$ cat config.mk
export PLATFORM = sky130hd
export DESIGN_NAME = jsys_front
export DESIGN_NICKNAME = d
export VERILOG_FILES = /design/src/hdl/jsys_pkg.sv /design/src/hdl/jsys_front.sv
export SDC_FILE = /design/constraint.sdc
export NUM_CORES = 1
export LEC_CHECK = 0
export ABC_CLOCK_PERIOD_IN_PS = 2100
export BUFFER_PORTS_ARGS = -buffer_cell sky130_fd_sc_hd__buf_2
export CAP_MARGIN = 20
export CORE_MARGIN = 2
export CORE_UTILIZATION = 48
export DETAILED_ROUTE_END_ITERATION = 8
export GPL_TIMING_DRIVEN = 0
export PLACE_DENSITY = 0.8
export SKIP_LAST_GASP = 1
export SYNTH_ARGS = -nofsm -noshare
export SYNTH_HDL_FRONTEND = slang
export SYNTH_SLANG_ARGS = --single-unit
$ cat constraint.sdc
create_clock -name clk -period 2.1 [get_ports clk]
set_clock_uncertainty 0.15 [all_clocks]
set_input_delay 0.42 -clock clk [delete_from_list [all_inputs] [get_ports clk]]
set_output_delay 0.42 -clock clk [all_outputs]
set_load 0.005 [all_outputs]
$ cat src/hdl/jsys_pkg.sv
`timescale 1ns / 1ps
// Package for the jog setpoint yaw stepper: widths, fixed-point constants,
// command codes, CORDIC request types and the arctangent table.
// No dependencies.
package jsys_pkg;

  localparam int CORDIC_STEPS = 16;
  localparam int CNT_W        = $clog2(CORDIC_STEPS);

  localparam int KEY_W   = 8;
  localparam int STEP_W  = 21;
  localparam int YSTEP_W = 15;
  localparam int CFG_W   = 21;
  localparam int POS_W   = 32;
  localparam int Q_W     = 16;
  localparam int XY_W    = 40;
  localparam int Z_W     = 30;
  localparam int ACC_W   = 36;
  localparam int SP_W    = 30;
  localparam int A13_W   = 18;
  localparam int TRIG_W  = 32;
  localparam int ROOT_W  = 29;
  localparam int RAD_W   = 2 * ROOT_W;
  localparam int REM_W   = ROOT_W + 3;

  localparam logic signed [Z_W-1:0]   ANG_PI      = 30'sd52707179;
  localparam logic signed [Z_W-1:0]   ANG_HALF_PI = 30'sd26353589;
  localparam logic signed [XY_W-1:0]  CORDIC_K    = 40'sd652032874;
  localparam logic signed [ACC_W-1:0] ONE_Q28     = 36'sd268435456;
  localparam logic [RAD_W-1:0]        ONE_Q56     = RAD_W'(64'h0100_0000_0000_0000);

  localparam logic [STEP_W-1:0]  POS_STEP_RST = 21'd13107;
  localparam logic [YSTEP_W-1:0] YAW_STEP_RST = 15'd1638;
  localparam logic signed [POS_W-1:0] TARGET_Z_RST = 32'sd65536;

  localparam logic CFG_POS_STEP = 1'b0;
  localparam logic CFG_YAW_STEP = 1'b1;

  localparam logic [KEY_W-1:0] KEY_1 = 8'h31;
  localparam logic [KEY_W-1:0] KEY_2 = 8'h32;
  localparam logic [KEY_W-1:0] KEY_3 = 8'h33;
  localparam logic [KEY_W-1:0] KEY_4 = 8'h34;
  localparam logic [KEY_W-1:0] KEY_5 = 8'h35;
  localparam logic [KEY_W-1:0] KEY_6 = 8'h36;
  localparam logic [KEY_W-1:0] KEY_7 = 8'h37;
  localparam logic [KEY_W-1:0] KEY_8 = 8'h38;
  localparam logic [KEY_W-1:0] KEY_9 = 8'h39;

  typedef enum logic [3:0] {
    CMD_NONE,
    CMD_Y_UP,
    CMD_Y_DN,
    CMD_X_UP,
    CMD_X_DN,
    CMD_Z_UP,
    CMD_Z_DN,
    CMD_YAW_L,
    CMD_YAW_R,
    CMD_HOLD
  } cmd_t;

  typedef struct packed {
    logic valid;
    cmd_t cmd;
  } q_head_t;

  typedef struct packed {
    logic                    start;
    logic                    vec;
    logic signed [XY_W-1:0]  x;
    logic signed [XY_W-1:0]  y;
    logic signed [Z_W-1:0]   z;
  } cordic_req_t;

  typedef struct packed {
    logic                    done;
    logic signed [XY_W-1:0]  x;
    logic signed [XY_W-1:0]  y;
    logic signed [Z_W-1:0]   z;
  } cordic_rsp_t;

  function automatic cmd_t key_to_cmd(logic [KEY_W-1:0] key);
    case (key)
      KEY_1:   return CMD_Y_UP;
      KEY_3:   return CMD_Y_DN;
      KEY_4:   return CMD_X_UP;
      KEY_6:   return CMD_X_DN;
      KEY_8:   return CMD_Z_UP;
      KEY_2:   return CMD_Z_DN;
      KEY_7:   return CMD_YAW_L;
      KEY_9:   return CMD_YAW_R;
      KEY_5:   return CMD_HOLD;
      default: return CMD_NONE;
    endcase
  endfunction

  function automatic logic [23:0] atan_q24(logic [4:0] i);
    case (i)
      5'd0:    return 24'd13176795;
      5'd1:    return 24'd7778716;
      5'd2:    return 24'd4110060;
      5'd3:    return 24'd2086331;
      5'd4:    return 24'd1047214;
      5'd5:    return 24'd524117;
      5'd6:    return 24'd262123;
      5'd7:    return 24'd131069;
      5'd8:    return 24'd65536;
      5'd9:    return 24'd32768;
      5'd10:   return 24'd16384;
      5'd11:   return 24'd8192;
      5'd12:   return 24'd4096;
      5'd13:   return 24'd2048;
      5'd14:   return 24'd1024;
      5'd15:   return 24'd512;
      5'd16:   return 24'd256;
      5'd17:   return 24'd128;
      5'd18:   return 24'd64;
      5'd19:   return 24'd32;
      5'd20:   return 24'd16;
      5'd21:   return 24'd8;
      5'd22:   return 24'd4;
      5'd23:   return 24'd2;
      default: return 24'd0;
    endcase
  endfunction

endpackage

$ cat src/hdl/jsys_front.sv
`timescale 1ns / 1ps
// Front end: accepts key transfers, decodes them into commands and holds
// them in a two-entry queue for the back end. Depends on jsys_pkg.
module jsys_front (
  input  logic                          clk,
  input  logic                          rst_n,
  input  logic                          in_valid,
  output logic                          in_stall,
  input  logic [jsys_pkg::KEY_W-1:0]    in_key_code,
  output jsys_pkg::q_head_t             q_head,
  input  logic                          q_pop
);

  jsys_pkg::cmd_t mem_r [2];
  logic           wptr_r;
  logic           rptr_r;
  logic [1:0]     cnt_r;
  logic           push;
  logic           pop;

  assign in_stall     = (cnt_r == 2'd2);
  assign push         = in_valid && !in_stall;
  assign pop          = q_pop && (cnt_r != 2'd0);
  assign q_head.valid = (cnt_r != 2'd0);
  assign q_head.cmd   = mem_r[rptr_r];

  always_ff @(posedge clk) begin
    if (push) begin
      mem_r[wptr_r] <= jsys_pkg::key_to_cmd(in_key_code);
    end
  end

  always_ff @(posedge clk) begin
    if (!rst_n) begin
      wptr_r <= 1'b0;
      rptr_r <= 1'b0;
      cnt_r  <= 2'd0;
    end else begin
      if (push) begin
        wptr_r <= ~wptr_r;
      end
      if (pop) begin
        rptr_r <= ~rptr_r;
      end
      cnt_r <= cnt_r + 2'(push) - 2'(pop);
    end
  end

endmodule

==> qor.yml, run 1 <==
placement:
  portBuffers: 17
  placed_cell_area_sq_um: 734
  place_ws_ns: 0.325
  gp_congestion: 0.679
  hpwl_um: 732
synth:
  synth_edf_count: 8
  yosysSeqAreaShare: 0.540
  synth_compound_area_frac: 0.0476
  synthAdderAreaFrac: 0.0397
  ys_types: 27
  synth_top_family_by_area: "simple AND/OR/NAND/NOR gates"
  synth_ff_type: "edfxtp_1"
  synth-simple-area-share: 0.216
  synth_seq_cells: 13
  synth_area_per_cell_sq_um: 11.5
  ys_warn_count: 0
  synthMuxAreaShare: 0.0714
  synth_xor_xnor_area_share: 0.0556
  synth_async_sr_flop_share: 0
  synth_nets: 69
  syn_area_sq_um: 631
  synthCells: 55
worst_hold_path:
  hold_end: "cnt_r[0]"
  hp-class: "in2reg"
  min_path_cells: 2
  hold_path.startpoint: "rst_n"
die:
  dieArea_sq_um: 1620
  row_count: 13
  core_sq_um: 1270
  io_pins: 18
  fp.dieW_um: 40.2
  dieHeight_um: 40.2
  initial_core_util: 0.497
pwr:
  clkPwrFrac: 0.198
  power.internal_uw: 543
  vdd_drop_max_mv: 0.514
  power_switching_uw: 226
  power.density_nw_per_um2: 1010
  combPwrFrac: 0.321
  power.total_uw: 769
  leakage_uw: 0.000340
  pwr-share-seq: 0.481
  swShare: 0.293
setup_path:
  worst_ep_arrival_time_ns: 1.16
  r2r-start: "cnt_r[0]"
  critical_path.endpoint_type: "output port"
  crit-reg2reg-capture: "cnt_r[1]"
  critPathLaunchType: "register"
  path_buf_inv: 1
  crit_path_cell_trace: "mux2_2 > buf_2"
  crit_family: "flip-flops"
  r2r_slack_ns: 0.37
  cpMaxStageDelayCell: "dfxtp_1"
  critPathKind: "reg2out"
  cp_max_fo: 4
  cpPeakStageDelay_ns: 0.41
  worst-r2r-cell-count: 8
  cp.required_ns: 1.53
sta:
  layout_min_cycle_time_ns: 1.73
  fmax_ghz: 0.577
  maxSlewHeadroom: 0.778
  setup_viol: 0
  hold_violations: 0
  setup_ws_ns: 0.368
  finalSetupTns_ns: 0
  period_share: 0.825
  slew_viol_final: 0
  tightest_slew_ns: 0.328
  rsz0062_at_grt: "false"
detailed_routing:
  first_pass_iters: 4
  drcViolationCount: 0
  num_vias: 463
  via_per_inst: 5.09
  routedWlPerCell_um: 10.5
  drt_iter0_markers: 5
  drt-total-wl_um: 951
  drtAntennaViolNets: 0
clock_network:
  cts_setup_buffers: 0
  clock-sinks: 13
  cts.htree.levels: 1
  cts_buffer_depth: 2
  root_buffer: "clkbuf_4"
  ctsResizeCount: 0
  cts_tree: "done"
  cts_buffers: 3
  hold_buffers: 0
  cts.clk_slew.worst_paths_ns: 0.08
  insertion_delay_ns: 0.28
global_route:
  grt_max_degree: 8
  antenna_found_initial: 0
  overflow: 0
  grt_pass1_vias: 382
  track_usage: 0.137
  grt_pass1_wl_um: 1390
layout:
  area_growth_syn_to_layout_pct: 20.6
  fillCellCount: 110
  nets: 91
  drive_above_1_share: 0.342
  antenna_cells: 0
  fin_util: 0.600
  finalInstanceArea_sq_um: 761
job:
  maxCapViolCount: 0
status:
  outcome: "finished, final reports clean"
[stage by stage]
step,std cells,hold WS (ns)
after global routing,91,0.234
after global placement,87,0.320
after detailed placement,87,0.336
after floorplan,55,0.308
after CTS,91,0.201
final,91,0.198
[cell usage after synthesis, types with 2 or more instances]
| cell | n | area share |
|---|---|---|
| edfxtp_1 | 8 | 0.38 |
| nand3b_1 | 2 | 0.024 |
| dfxtp_1 | 5 | 0.16 |
| inv_1 | 5 | 0.030 |
| mux2_2 | 4 | 0.071 |
| and2_1 | 2 | 0.020 |
| nor3_1 | 2 | 0.016 |
| nor2_1 | 4 | 0.024 |
| xnor2_1 | 3 | 0.042 |
| ha_1 | 2 | 0.040 |
| a31oi_1 | 2 | 0.020 |
[flip-flops by register name, indices dropped and copies added (netlist names), named ones only]
name,count
cnt_r,2
mem_r,8
rptr_r,1
wptr_r,1
[area by class of cell]
| cell class | count | area (sq um) | share of cell area |
|---|---|---|---|
| Multi-Input combinational cell | 37 | 272 | 0.357 |
| Timing Repair Buffer | 17 | 85.1 | 0.112 |
| Tap cell | 15 | 18.8 | 0.0247 |
| Sequential cell | 13 | 340 | 0.447 |
| Clock buffer | 4 | 26.3 | 0.0345 |
| Inverter | 5 | 18.8 | 0.0247 |
[cell usage in the layout (no fill, tap or decap), types with 2 or more instances in the layout]
master	count
a31oi_1	2
and2_1	2
buf_2	17
clkbuf_4	3
dfxtp_1	5
edfxtp_1	8
ha_1	2
inv_1	5
mux2_2	4
nand3b_1	2
nor2_1	4
nor3_1	2
xnor2_1	3
[cells by family (layout without fill, tap and decap cells)]
| logic type | Yosys count | count (layout) |
|---|---|---|
| mux | 4 | 4 |
| compound gates | 5 | 5 |
| xor+xnor | 4 | 4 |
| fa+ha+maj | 2 | 2 |
| simple gates | 22 | 22 |
| buf+inv | 5 | 26 |
| flops | 13 | 13 |
[routing by layer]
metal / GRT usage / vias to the layer above / part of all wire
met5: 0 / - / 0
met4: 0.158 / 0 / 0.022
met3: 0.0222 / 3 / 0.035
met2: 0.181 / 12 / 0.47
met1: 0.173 / 210 / 0.47
li1: - / 238 / -
[worst max path at each step]
stage / startpoint / endpoint / cells past startpoint / slack, ns
3_5_place_dp: q_pop / cnt_r[1] / 8 / 0.33
3_3_place_gp: q_pop / cnt_r[1] / 8 / 0.36
2_1_floorplan: q_pop / cnt_r[1] / 7 / 0.49
4_1_cts: register / q_head[1] / 2 / 0.35
5_1_grt: cnt_r[0] / cnt_r[1] / 8 / 0.24
6_report: register / q_head[2] / 2 / 0.37
[power groups by stage]
stage | combinational, uW | sequential, uW | clock [uW]
floorplan | 173 | 365 | 0
global placement | 243 | 374 | 0
detailed placement | 251 | 375 | 0
CTS | 252 | 370 | 154
global route | 286 | 378 | 159
finish | 247 | 370 | 152
Note: power is estimated with default switching activity, not from simulation.
==> inputs of run 2 (changes only) <==
--- a/config.mk
+++ b/config.mk
@@ -5,7 +5,7 @@
 export SDC_FILE = /design/constraint.sdc
 export NUM_CORES = 1
 export LEC_CHECK = 0
-export ABC_CLOCK_PERIOD_IN_PS = 2100
+export ABC_CLOCK_PERIOD_IN_PS = 1800
 export BUFFER_PORTS_ARGS = -buffer_cell sky130_fd_sc_hd__buf_2
 export CAP_MARGIN = 20
 export CORE_MARGIN = 2
==> constraint.sdc (replaced) <==
create_clock -name clk -period 1.8 [get_ports clk]
set_clock_uncertainty 0.15 [all_clocks]
set_input_delay 0.36 -clock clk [delete_from_list [all_inputs] [get_ports clk]]
set_output_delay 0.36 -clock clk [all_outputs]
set_load 0.005 [all_outputs]
==> run 2 against run 1 <==
  * Final area grew 1.3%
  * Sequential share of layout area shrank 0.26 points
  * Register-to-register slack lost 0.26 ns
  * Clock power grew 16%
  * Sequential power grew 19%
  * Utilization grew 0.79 points
  * Via count grew 1.3%
  * Critical path depth grew 5
  * First-iteration DRC count shrank 40%
  * Die area is the same
  * Largest power group unchanged
==> qor.yml, run 2 (synthesized netlist as in run 1, its figures left out) <==
detailed_routing:
  drt_iter0_markers: 3  # was 5
  drcViolationCount: 0  # unchanged
  first_pass_iters: 4  # unchanged
  drtAntennaViolNets: 0  # unchanged
  drt-total-wl_um: 956  # was 951 um
  routedWlPerCell_um: 10.5  # about the same
  via_per_inst: 5.15  # was 5.09
  num_vias: 469  # was 463
pwr:
  vdd_drop_max_mv: 0.643  # was 0.514 mV
  power.total_uw: 918  # was 769 uW
  power.density_nw_per_um2: 1190  # was 1010 nW/um^2
  leakage_uw: 0.000344  # was 0.000340 uW
layout:
  mostFrequentLayoutCell: "buf_2"  # unchanged
  largest_reg_flops: 8  # unchanged
  fillCellCount: 108  # was 110
  area_growth_syn_to_layout_pct: 22.2  # was 20.6%
  antenna_cells: 0  # unchanged
  top_regs: "mem_r (8), cnt_r (2)"  # unchanged
  largest_register: "mem_r"  # unchanged
  mostFrequentLayoutCells: "buf_2 (17), edfxtp_1 (8), inv_1 (5)"  # was buf_2 (17), edfxtp_1 (8), inv_1 (5), dfxtp_1 (5)
  drive_above_1_share: 0.382  # was 0.342
  nets: 91  # unchanged
setup_path:
  cp.required_ns: 1.86  # was 1.53 ns
  startpoint: "cnt_r[1]"
  cpMaxStageDelayCell: "dfxtp_2"  # was dfxtp_1
  cp_common_cell: "ha_1"
  cp_max_fo: 5  # was 4
  crit_path_cell_trace: "o21a_1 > ha_1 > inv_1 > ha_1 > xor2_1 > and2_1 > nor3_1"  # was mux2_2 > buf_2
  r2r_slack_ns: 0.11  # was 0.37 ns
  critical_path.endpoint_type: "register"  # was output port
  worst-r2r-cell-count: 7  # was 8
  worst_ep_arrival_time_ns: 1.75  # was 1.16 ns
  critPathLaunchType: "register"  # unchanged
  critPathKind: "reg2reg"  # was reg2out
  cpPeakStageDelay_ns: 0.35  # was 0.41 ns
  r2r-start: "cnt_r[1]"  # was cnt_r[0]
job:
  maxCapViolCount: 0  # unchanged
status:
  outcome: "finished, final reports clean"  # unchanged
die:
  initial_core_util: 0.497  # unchanged
  io_pins: 18  # unchanged
  dieHeight_um: 40.2  # unchanged
  row_count: 13  # unchanged
  fp.dieW_um: 40.2  # unchanged
  core_sq_um: 1270  # unchanged
  dieArea_sq_um: 1620  # unchanged
global_route:
  grt_max_degree: 8  # unchanged
  overflow: 0  # unchanged
  antenna_found_initial: 0  # unchanged
  grt_pass1_vias: 382  # unchanged
  track_usage: 0.137  # unchanged
  grt_pass1_wl_um: 1390  # unchanged
sta:
  setup_viol: 0  # unchanged
  period_share: 0.940
  slew_viol_final: 0  # unchanged
  maxSlewHeadroom: 0.778  # about the same
  finalSetupTns_ns: 0  # unchanged
  fmax_ghz: 0.591
  tightest_slew_ns: 0.328  # about the same
  layout_min_cycle_time_ns: 1.69
  hold-worst-slack_ns: 0.138  # was 0.198 ns
  hold_violations: 0  # unchanged
worst_hold_path:
  hp-class: "in2reg"  # unchanged
  hold_path.startpoint: "rst_n"  # unchanged
  min_path_cells: 2  # unchanged
placement:
  portBuffers: 17  # unchanged
  gp_congestion: 0.679  # unchanged
  hpwl_um: 732  # unchanged
clock_network:
  cts.htree.levels: 1  # unchanged
  root_buffer: "clkbuf_4"  # unchanged
  cts_tree: "done"  # unchanged
  cts_buffers: 3  # unchanged
  clock-sinks: 13  # unchanged
  insertion_delay_ns: 0.28  # about the same
  cts_buffer_depth: 2  # unchanged
  cts.clk_slew.worst_paths_ns: 0.08  # about the same
  cts_setup_buffers: 0  # unchanged
-- run 2: area by class of cell --
cell class	count	area (sq um)	share of cell area
tap	15	18.8	0.0244
inverter	5	18.8	0.0244
sequential	13	343	0.445
clock buffer	4	26.3	0.0341
multi-input combinational	37	279	0.362
timing repair buffer	17	85.1	0.110
-- run 2: per-stage QoR --
step	setup WS [ns]	instance area (sq um)	utilization	instances
4_1_cts	0.0576	761	0.600	91
2_1_floorplan	0.203	631	-	55
3_3_place_gp	0.116	734	0.579	87
3_5_place_dp	0.0851	734	0.579	87
6_report	0.107	771	0.607	91
5_1_grt	-0.00151	771	0.607	91
-- run 2: final timing paths --
kind,to
worst max-delay path,cnt_r[1]
worst min-delay path,cnt_r[0]
worst max register to register,cnt_r[1]
worst min register to register,wptr_r
-- run 2: report_power, final --
part	total (uW)	internal [uW]	switching, uW
clock network	177	86.1	91.3
logic	300	170	129
registers	440	393	47.8
total	918	649	269
-- run 2: what timing repair did --
| action | in CTS | in global routing |
|---|---|---|
| resized for setup | 0 | 3 |
| hold buffers | 0 | 0 |
| setup endpoints to repair | 0 | 1 |
| endpoints found under the hold margin | 0 | 0 |
-- run 2: critical path: cells and delay by family (launching register included) --
family          cells  cell delay [ns]
buf+inv             1             0.04
flops               1             0.35
simple gates        2             0.27
fa+ha+maj           2             0.44
xor+xnor            1             0.15
compound gates      1             0.22
-- run 2: per-layer routing --
metal | part of all wire | global-route usage
met1 | 0.44 | 0.173
met2 | 0.49 | 0.181
met3 | 0.039 | 0.0222
met4 | 0.028 | 0.158
met5 | 0 | 0
